**src/rtl/ismt_pkg.sv**
```systemverilog
`timescale 1ns / 1ps
package ismt_pkg;

  localparam int CAPACITY = 16;
  localparam int CNT_W    = $clog2(CAPACITY + 1);
  localparam int VAL_W    = 32;
  localparam int MCNT_W   = 5;

  typedef enum logic [1:0] {
    OP_INSERT = 2'd0,
    OP_DELETE = 2'd1,
    OP_QUERY  = 2'd2
  } op_e;

  // Search word walking down the chain of cells.
  typedef struct packed {
    logic             active;
    op_e              op;
    logic [VAL_W-1:0] value;
    logic             hit;
    logic             claimed;
  } token_t;

  // Broadcast from the tail decision back to every cell.
  typedef struct packed {
    logic ins;
    logic del;
  } commit_t;

endpackage

```
**src/rtl/integer_set_membership_table_top.sv**
```systemverilog
`timescale 1ns / 1ps
// The search word walks the chain one cell a cycle; the tail decision then loads the output register.
// A new word is taken once the previous decision has loaded the output register.
// A result waiting at the output stalls the decision, not the search.
// Reset (async, active low) empties the set and clears the count; no clearing pass.
module integer_set_membership_table_top (
  input  logic                  clk_i,
  input  logic                  rst_ni,
  input  logic                  in_valid_i,
  output logic                  in_ready_o,
  input  logic [1:0]            opcode_i,
  input  logic signed [31:0]    value_i,
  output logic                  out_valid_o,
  input  logic                  out_ready_i,
  output logic                  was_present_o,
  output logic [4:0]            member_count_o,
  output logic                  dropped_full_o
);

  ismt_pkg::token_t  tok [ismt_pkg::CAPACITY+1];
  ismt_pkg::token_t  hold_q, proc_tok;
  ismt_pkg::commit_t commit;

  logic                       busy_q;
  logic                       in_acc, out_free, proc_go;
  logic                       do_ins, do_drop;
  logic [ismt_pkg::CNT_W-1:0] count_q, count_d;
  logic                       out_valid_q, was_present_q, dropped_q;
  logic [ismt_pkg::MCNT_W-1:0] mcount_q;

  assign in_ready_o = !busy_q;
  assign in_acc     = in_valid_i && in_ready_o;

  always_comb begin
    tok[0].active  = in_acc;
    tok[0].op      = ismt_pkg::op_e'(opcode_i);
    tok[0].value   = $unsigned(value_i);
    tok[0].hit     = 1'b0;
    tok[0].claimed = 1'b0;
  end

  for (genvar g = 0; g < ismt_pkg::CAPACITY; g++) begin : g_cell
    ismt_cell u_cell (
      .clk_i    (clk_i),
      .rst_ni   (rst_ni),
      .tok_i    (tok[g]),
      .commit_i (commit),
      .tok_o    (tok[g+1])
    );
  end

  // Take the word straight off the chain tail, or from the hold register.
  assign proc_tok = tok[ismt_pkg::CAPACITY].active ? tok[ismt_pkg::CAPACITY] : hold_q;
  assign out_free = !out_valid_q || out_ready_i;
  assign proc_go  = proc_tok.active && out_free;

  assign do_ins  = (proc_tok.op == ismt_pkg::OP_INSERT) && !proc_tok.hit && proc_tok.claimed;
  assign do_drop = (proc_tok.op == ismt_pkg::OP_INSERT) && !proc_tok.hit && !proc_tok.claimed;

  assign commit.ins = proc_go && do_ins;
  assign commit.del = proc_go && (proc_tok.op == ismt_pkg::OP_DELETE) && proc_tok.hit;

  always_comb begin
    count_d = count_q;
    if (commit.ins) begin
      count_d = count_q + ismt_pkg::CNT_W'(1);
    end else if (commit.del) begin
      count_d = count_q - ismt_pkg::CNT_W'(1);
    end
  end

  always_ff @(posedge clk_i or negedge rst_ni) begin
    if (!rst_ni) begin
      busy_q      <= 1'b0;
      hold_q      <= '0;
      count_q     <= '0;
      out_valid_q <= 1'b0;
    end else begin
      count_q <= count_d;
      if (in_acc) begin
        busy_q <= 1'b1;
      end else if (proc_go) begin
        busy_q <= 1'b0;
      end
      if (proc_go) begin
        hold_q.active <= 1'b0;
      end else if (tok[ismt_pkg::CAPACITY].active) begin
        hold_q <= tok[ismt_pkg::CAPACITY];
      end
      if (proc_go) begin
        out_valid_q <= 1'b1;
      end else if (out_ready_i) begin
        out_valid_q <= 1'b0;
      end
    end
  end

  always_ff @(posedge clk_i) begin
    if (proc_go) begin
      was_present_q <= proc_tok.hit;
      dropped_q     <= do_drop;
      mcount_q      <= ismt_pkg::MCNT_W'(count_d);
    end
  end

  assign out_valid_o    = out_valid_q;
  assign was_present_o  = was_present_q;
  assign member_count_o = mcount_q;
  assign dropped_full_o = dropped_q;

endmodule

```
**src/rtl/ismt_cell.sv**
```systemverilog
`timescale 1ns / 1ps
module ismt_cell (
  input  logic              clk_i,
  input  logic              rst_ni,
  input  ismt_pkg::token_t  tok_i,
  input  ismt_pkg::commit_t commit_i,
  output ismt_pkg::token_t  tok_o
);

  logic [ismt_pkg::VAL_W-1:0] val_q;
  logic                       vld_q, vld_d;
  logic                       mark_hit_q, mark_free_q;
  logic                       match, free_here;
  ismt_pkg::token_t           tok_d, tok_q;

  assign match     = tok_i.active && vld_q && (val_q == tok_i.value);
  assign free_here = tok_i.active && !vld_q && !tok_i.claimed;

  always_comb begin
    tok_d         = tok_i;
    tok_d.hit     = tok_i.hit | match;
    tok_d.claimed = tok_i.claimed | free_here;
  end

  // Apply the decision to the slot this cell marked during the search.
  always_comb begin
    vld_d = vld_q;
    if (commit_i.ins && mark_free_q) begin
      vld_d = 1'b1;
    end
    if (commit_i.del && mark_hit_q) begin
      vld_d = 1'b0;
    end
  end

  always_ff @(posedge clk_i or negedge rst_ni) begin
    if (!rst_ni) begin
      tok_q       <= '0;
      vld_q       <= 1'b0;
      mark_hit_q  <= 1'b0;
      mark_free_q <= 1'b0;
    end else begin
      tok_q <= tok_d;
      vld_q <= vld_d;
      if (tok_i.active) begin
        mark_hit_q  <= match;
        mark_free_q <= free_here;
      end
    end
  end

  always_ff @(posedge clk_i) begin
    // Park the value in a free slot; it only counts once the insert commits.
    if (free_here) begin
      val_q <= tok_i.value;
    end
  end

  assign tok_o = tok_q;

endmodule

```
**config.mk**
```make
export PLATFORM = sky130hd
export DESIGN_NAME = integer_set_membership_table_top
export DESIGN_NICKNAME = d
export VERILOG_FILES = /design/src/rtl/ismt_pkg.sv /design/src/rtl/integer_set_membership_table_top.sv /design/src/rtl/ismt_cell.sv
export SDC_FILE = /design/constraint.sdc
export NUM_CORES = 1
export LEC_CHECK = 0
export BUFFER_PORTS_ARGS = -buffer_cell sky130_fd_sc_hd__buf_2
export CAP_MARGIN = 20
export CORE_MARGIN = 2
export CORE_UTILIZATION = 50
export CTS_BUF_LIST = sky130_fd_sc_hd__clkbuf_4 sky130_fd_sc_hd__clkbuf_8
export CTS_CLUSTER_DIAMETER = 120
export CTS_CLUSTER_SIZE = 16
export DETAILED_ROUTE_END_ITERATION = 10
export PLACE_DENSITY = 0.66
export SYNTH_ARGS = -nofsm -noshare
export SYNTH_HDL_FRONTEND = slang
export SYNTH_SLANG_ARGS = --single-unit
export TNS_END_PERCENT = 30
```
**constraint.sdc**
```tcl
create_clock -name clk_i -period 3.51 [get_ports clk_i]
set_input_delay 0.351 -clock clk_i [delete_from_list [all_inputs] [get_ports clk_i]]
set_output_delay 0.351 -clock clk_i [all_outputs]
set_load 0.01 [all_outputs]
```
==> results of run 1 <==
==> routing by layer <==
layer / GRT usage, % / routed length (um)
met1: 23.19 / 28190
met2: 28.97 / 33070
met5: 0 / 0
met3: 2.602 / 1666
met4: 5.224 / 1738
==> flip-flops by register name, summed over array words and instances (netlist names), 5 cells and up <==
| name | count |
|---|---|
| g_cell.u_cell.tok_o | 560 |
| g_cell.u_cell.val_q | 512 |
| g_cell.u_cell.mark_free_q | 16 |
| g_cell.u_cell.mark_hit_q | 16 |
| g_cell.u_cell.vld_q | 16 |
| count_q | 5 |
| hold_q | 5 |
| member_count_o | 5 |
==> cells in the mapped netlist (all sizes together) (15+ instances only) <==
master,number,area share (%)
a21oi,34,0.45
xor2,298,6.9
xnor2,213,4.9
nand2b,46,0.76
nor2,25,0.25
nand3,32,0.45
inv,40,0.40
dfrtp,620,41
o22ai,15,0.25
o21ai,21,0.28
nand4,53,0.87
nor4,74,1.2
nor3,19,0.26
edfxtp,519,41
==> repair_timing <==
action,CTS,global route
gates resized for setup,0,0
hold endpoints to repair,157,0
hold buffers,37,0
==> report_power, final <==
| part | leakage (nW) | switching (mW) | internal, mW |
|---|---|---|---|
| clock network | 0.902 | 3.93 | 2.90 |
| registers | 12.1 | 0.894 | 15.4 |
| logic | 2.84 | 1.20 | 0.835 |
| total | 15.8 | 6.02 | 19.2 |
==> cell families (layout without fill, tap and decap cells) <==
family	Yosys count	after routing	synth area share, %
XOR/XNOR	511	511	11.79
multiplexers	5	5	0.1450
buffers and inverters	45	299	0.4580
AND/OR/NAND/NOR	281	281	4.353
flip-flops	1139	1139	81.90
AO/OA/AOI/OAI	84	84	1.288
adder cells (fa/ha/maj)	2	2	0.06589
other	0	1	0
==> area by class of cell <==
| class | instances | area, um^2 | area share, % |
|---|---|---|---|
| sequential | 1139 | 31100 | 74.41 |
| multi-input combinational | 883 | 6756 | 16.17 |
| clock buffer | 143 | 1605 | 3.841 |
| tap | 978 | 1224 | 2.928 |
| timing repair buffer | 112 | 903.4 | 2.161 |
| inverter | 40 | 150.1 | 0.3592 |
| clock inverter | 4 | 52.55 | 0.1257 |
| antenna | 1 | 2.502 | 0.005987 |
==> through the flow <==
| step | hold slack, ps | total power [mW] | instance area (um^2) | utilization, % | worst slack (ps) |
|---|---|---|---|---|---|
| after CTS | 233.3 | 25.48 | 41790 | 55.30 | 1201 |
| after global routing | 264.7 | 26.33 | 41790 | 55.30 | 979.2 |
| after detailed placement | 334.7 | 18.66 | 39760 | 52.62 | 1239 |
| after floorplan | 55.41 | 17.70 | 37970 | - | 1183 |
| final | 288.8 | 25.19 | 41790 | 55.30 | 1222 |
| after global placement | 333.1 | 18.53 | 39760 | 52.62 | 1339 |
==> how the worst max path moves through the flow <==
stage | cells past startpoint | end | startpoint | slack (ps)
final | 6 | member_count_o[3] | g_cell[15].u_cell.tok_o[36] | 1220
after detailed placement | 6 | member_count_o[3] | g_cell[15].u_cell.tok_o[36] | 1240
after floorplan | 3 | g_cell[0].u_cell.val_q[0] | busy_q | 1180
after global routing | 6 | member_count_o[3] | g_cell[15].u_cell.tok_o[36] | 980
after CTS | 6 | member_count_o[3] | g_cell[15].u_cell.tok_o[36] | 1200
after global placement | 6 | member_count_o[4] | g_cell[15].u_cell.tok_o[36] | 1340
==> flow_summary_export.csv, run 1 <==
group,metric,value,unit
outcome,status,"finished clean",
detailed_routing,drt-pass1-iter-count,4,
sta,finalClockSkew,43.10,ps
critical_path,rr_endpoint,"member_count_o[3]",
critical_path,rr_startpoint,"g_cell[15].u_cell.tok_o[36]",
die,start_util,50.25,%
detailed_routing,wl_per_cell,19.60,um
sta,period_minus_slack,2288,ps
synthesis,synth-seq-cells,1139,
sta,fmax,437.1,MHz
power_and_ir_drop,irDropWorstVdd,346.4,uV
sta,rsz0062_at_grt,"no",
die,dieHeight,279.6,um
detailed_routing,wirelength,64670,um
detailed_routing,drtIter0Drc,1347,
detailed_routing,avgViaCountPerCell,5.041,
cells_and_area,final_common_cell,"dfrtp_1",
cells_and_area,final_cell_mix,"620 x dfrtp_1, 519 x edfxtp_1, 298 x xor2_1",
synthesis,yosysWarnings,0,
critical_path,end_kind,"flip-flop",
synthesis,synth_cell_types,40,
clock_tree,htreeDepth,3,
clock_tree,post-cts-setup-buffers,0,
cells_and_area,syn2layout_area_growth,10.07,%
cells_and_area,fillers,5750,
cells_and_area,drive_above_1_share,10.81,%
synthesis,synth_fp_nets,2107,
die,die_x,279.6,um
global_routing,grt_pass1_wl,103100,um
critical_path,cp_max_fo,13,
global_routing,grt_start_max_net_pins,102,
critical_path,crit_path_start_kind,"flip-flop",
sta,final-setup-viol-count,0,
synthesis,syn_area,37970,um^2
die,dieArea,78160,um^2
synthesis,syn_area_per_cell,18.37,um^2
critical_path,path_cells,"nor4bb_1, a31oi_1, nor3_4, buf_4, a41oi_1, xnor2_1",
critical_path,path_buf_inv,1,
min_path,min_path_type,"in2async",
global_routing,antenna_found_initial,1,
placement,place.gp.congestion,0.7747,
clock_tree,clockBufferDepth,3,
detailed_routing,route.detailed.drc,0,
power_and_ir_drop,p_leak,15.80,nW
synthesis,synth-edff-count,519,
sta,maxSlewViolCount,0,
synthesis,seq_area_frac_synth,81.90,%
clock_tree,clock_latency,710,ps
placement,dpl.hpwl,44310,um
clock_tree,path_clk_slew,100,ps
placement,io_buffers,46,
die,pin_count,47,
clock_tree,clockRootBuffer,"clkbuf_8",
clock_tree,cts_made_buffers,81,
sta,finalCritPeriodShare,65.19,%
clock_tree,cts_tree,"built",
critical_path,cp.required,3970,ps
cells_and_area,fin_cells,3300,
detailed_routing,vias,16640,
clock_tree,cts_sinks,1139,
job,drv_cap,0,
synthesis,synth-main-ff-cell,"dfrtp_1",
detailed_routing,drtAntennaViolNets,0,
sta,finalSetupTns,0,ps
placement,dp.cells,3115,
sta,maxSlewHeadroom,38.70,%
power_and_ir_drop,cellPowerDensity,602.8,nW/um^2
critical_path,slowest_stage,"dfrtp_1",
global_routing,grt_usage,17.13,%
die,rows,101,
sta,finalHoldViolations,0,
synthesis,synthArstFlopShare,54.43,%
critical_path,critical_path_class,"reg2reg",
cells_and_area,fin_nets,2297,
critical_path,slowest_delay,510,ps
critical_path,reg2reg_depth,6,
critical_path,r2r_slack,1220,ps
synthesis,netlist_instances,2067,
critical_path,crit_family,"simple AND/OR/NAND/NOR gates",
global_routing,first_global_vias,17780,
critical_path,arrival,2740,ps
die,core-area,75570,um^2
sta,worst_slew_pin_slew,919.5,ps
global_routing,grt_overflow,0,
Power figures use the tool's default switching activity.
==> run 2: changes to the inputs <==
--- a/config.mk
+++ b/config.mk
@@ -13,7 +13,7 @@
 export CTS_CLUSTER_DIAMETER = 120
 export CTS_CLUSTER_SIZE = 16
 export DETAILED_ROUTE_END_ITERATION = 10
-export PLACE_DENSITY = 0.66
+export PLACE_DENSITY = 0.68
 export SYNTH_ARGS = -nofsm -noshare
 export SYNTH_HDL_FRONTEND = slang
 export SYNTH_SLANG_ARGS = --single-unit
==> constraint.sdc (replaced) <==
create_clock -name clk_i -period 1.95 [get_ports clk_i]
set_input_delay 0.195 -clock clk_i [delete_from_list [all_inputs] [get_ports clk_i]]
set_output_delay 0.195 -clock clk_i [all_outputs]
set_load 0.01 [all_outputs]
==> run 2 against run 1 <==
- the flow now finishes with violations (setup timing)
- utilization grew 0.74 points
- flip-flop and latch count is the same
- sequential share of layout area is 0.98 points lower
- clock skew is 3.4 ps higher
- clock power is 80% higher
- worst hold slack lost 160 ps
- total power rose by 81%
==> flow_summary_export.csv, run 2 (synthesis results as in run 1) <==
group,metric,value,unit
outcome,status,"finished, violations left",
outcome,violations,"setup timing",
cells_and_area,num_antenna_cells,0,
global_routing,grt_pass1_wl,105900,um
cells_and_area,drive_above_1_share,13.32,%
global_routing,first_global_vias,18040,
sta,setup_ws,-26.86,ps
cells_and_area,final_common_cell,"dfrtp_1",
global_routing,grt_usage,17.61,%
power_and_ir_drop,p_int,34.65,mW
die,dieArea,78160,um^2
critical_path,crit_path_start_kind,"flip-flop",
detailed_routing,drtAntennaViolNets,0,
placement,place_area,40140,um^2
sta,period_minus_slack,1977,ps
critical_path,cp_max_fo,2,
sta,worst_slew_pin_slew,720.9,ps
cells_and_area,multi_input_area,6842,um^2
critical_path,end_kind,"flip-flop",
placement,io_buffers,46,
clock_tree,cts_made_buffers,81,
detailed_routing,avgViaCountPerCell,5.021,
sta,finalCritPeriodShare,101.4,%
power_and_ir_drop,seqPwrFrac,64.5,%
cells_and_area,fin_cells,3351,
detailed_routing,drt-pass1-iter-count,4,
sta,finalClockSkew,46.55,ps
placement,dp.cells,3154,
critical_path,critical_path_class,"reg2reg",
die,core-area,75570,um^2
clock_tree,cts_tree,"built",
critical_path,arrival,2590,ps
detailed_routing,drtIter0Drc,1254,
job,drv_cap,0,
cells_and_area,fillers,5671,
sta,fmax,505.9,MHz
min_path,min_path_type,"in2reg",
cells_and_area,syn2layout_area_growth,11.55,%
placement,dpl.hpwl,46070,um
placement,place.gp.congestion,0.8130,
cells_and_area,largest_register_ffs,560,
detailed_routing,wirelength,66670,um
clock_tree,clockBufferDepth,3,
global_routing,grt_start_max_net_pins,80,
cells_and_area,fin_nets,2347,
power_and_ir_drop,p_switching,10.99,mW
clock_tree,path_clk_slew,100,ps
sta,maxSlewViolCount,0,
clock_tree,clock_latency,700,ps
clock_tree,htreeDepth,3,
sta,rsz0062_at_grt,"yes",
die,dieHeight,279.6,um
detailed_routing,wl_per_cell,19.90,um
cells_and_area,seqCellArea,31100,um^2
power_and_ir_drop,clkPwrFrac,26.9,%
cells_and_area,final_cell_mix,"619 x dfrtp_1, 519 x edfxtp_1, 298 x xor2_1",
die,pin_count,47,
power_and_ir_drop,swShare,24.08,%
power_and_ir_drop,power_frac_comb,8.6,%
die,rows,101,
die,start_util,50.25,%
power_and_ir_drop,p_leak,16.08,nW
global_routing,grt_overflow,0,
die,die_x,279.6,um
sta,final-setup-viol-count,1,
detailed_routing,route.detailed.drc,0,
cells_and_area,fin_area,42360,um^2
clock_tree,cts_sinks,1139,
critical_path,cp.required,2570,ps
global_routing,antenna_found_initial,0,
power_and_ir_drop,irDropWorstVdd,777.0,uV
power_and_ir_drop,cellPowerDensity,1078,nW/um^2
detailed_routing,vias,16830,
clock_tree,clockRootBuffer,"clkbuf_8",
sta,maxSlewHeadroom,51.76,%
sta,finalHoldViolations,0,
[run 2: what timing repair did]
action,4_1_cts,5_1_grt
hold endpoints to repair,534,0
hold buffers,39,0
gates resized for setup,1,14
endpoints found under the setup margin,4,20
buffers inserted,0,9
pin swaps,1,8
[run 2: layout make-up]
type,instances,share of cell area (%)
Sequential cell,1139,73.43
Clock buffer,143,3.760
Clock inverter,6,0.1447
Timing Repair Buffer,162,3.270
Multi-Input combinational cell,883,16.15
Inverter,40,0.3545
Tap cell,978,2.889
[run 2: metrics by stage]
step	setup slack [ps]	TNS (ps)	power [mW]	hold slack [ps]	utilization, %
2_1_floorplan	-368.9	-129860	31.87	-100.6	-
3_3_place_gp	13.65	0	33.45	142.7	53.12
3_5_place_dp	-16.44	-16.44	33.73	148.4	53.12
4_1_cts	-51.41	-55.83	46.02	80.33	55.85
5_1_grt	-82.77	-179.0	47.66	99.51	56.05
6_report	-26.86	-26.86	45.64	133.7	56.05
[run 2: per-layer routing]
| layer | up-vias | part of all wire [%] | track usage [%] |
|---|---|---|---|
| li1 | 7719 | - | - |
| met1 | 8777 | 44 | 24.62 |
| met2 | 215 | 51 | 29.39 |
| met3 | 115 | 2.6 | 2.527 |
| met4 | 0 | 2.3 | 4.648 |
| met5 | - | 0 | 0 |
[run 2: power groups by stage]
stage / clock network [mW] / logic, mW / registers (mW)
CTS: 12.7 / 3.88 / 29.4
global route: 13.6 / 4.35 / 29.7
global placement: 0 / 3.64 / 29.8
floorplan: 0 / 2.45 / 29.4
finish: 12.3 / 3.91 / 29.4
detailed placement: 0 / 3.79 / 29.9
[run 2: critical path: stages (launching register included)]
cell and delay [ps]:
edfxtp_1 450, xnor2_2 160, nand4_1 120, or4b_1 540
or4_4 430, o31ai_2 180
[run 2: worst paths after layout]
check / to / depth (start not counted) / slack, ps / startpoint
worst max-delay path: g_cell[0].u_cell.mark_hit_q / 5 / -30 / g_cell[0].u_cell.val_q[8]
worst min register to register: g_cell[4].u_cell.tok_o[34] / 0 / 350 / g_cell[3].u_cell.tok_o[34]
worst max register to register: g_cell[0].u_cell.mark_hit_q / 5 / -30 / g_cell[0].u_cell.val_q[8]
worst min-delay path: g_cell[0].u_cell.tok_o[34] / 2 / 130 / opcode_i[0]
max in group asynchronous: g_cell[4].u_cell.tok_o[33] / 5 / 620 / rst_ni
min in group asynchronous: g_cell[9].u_cell.mark_hit_q / 3 / 510 / rst_ni
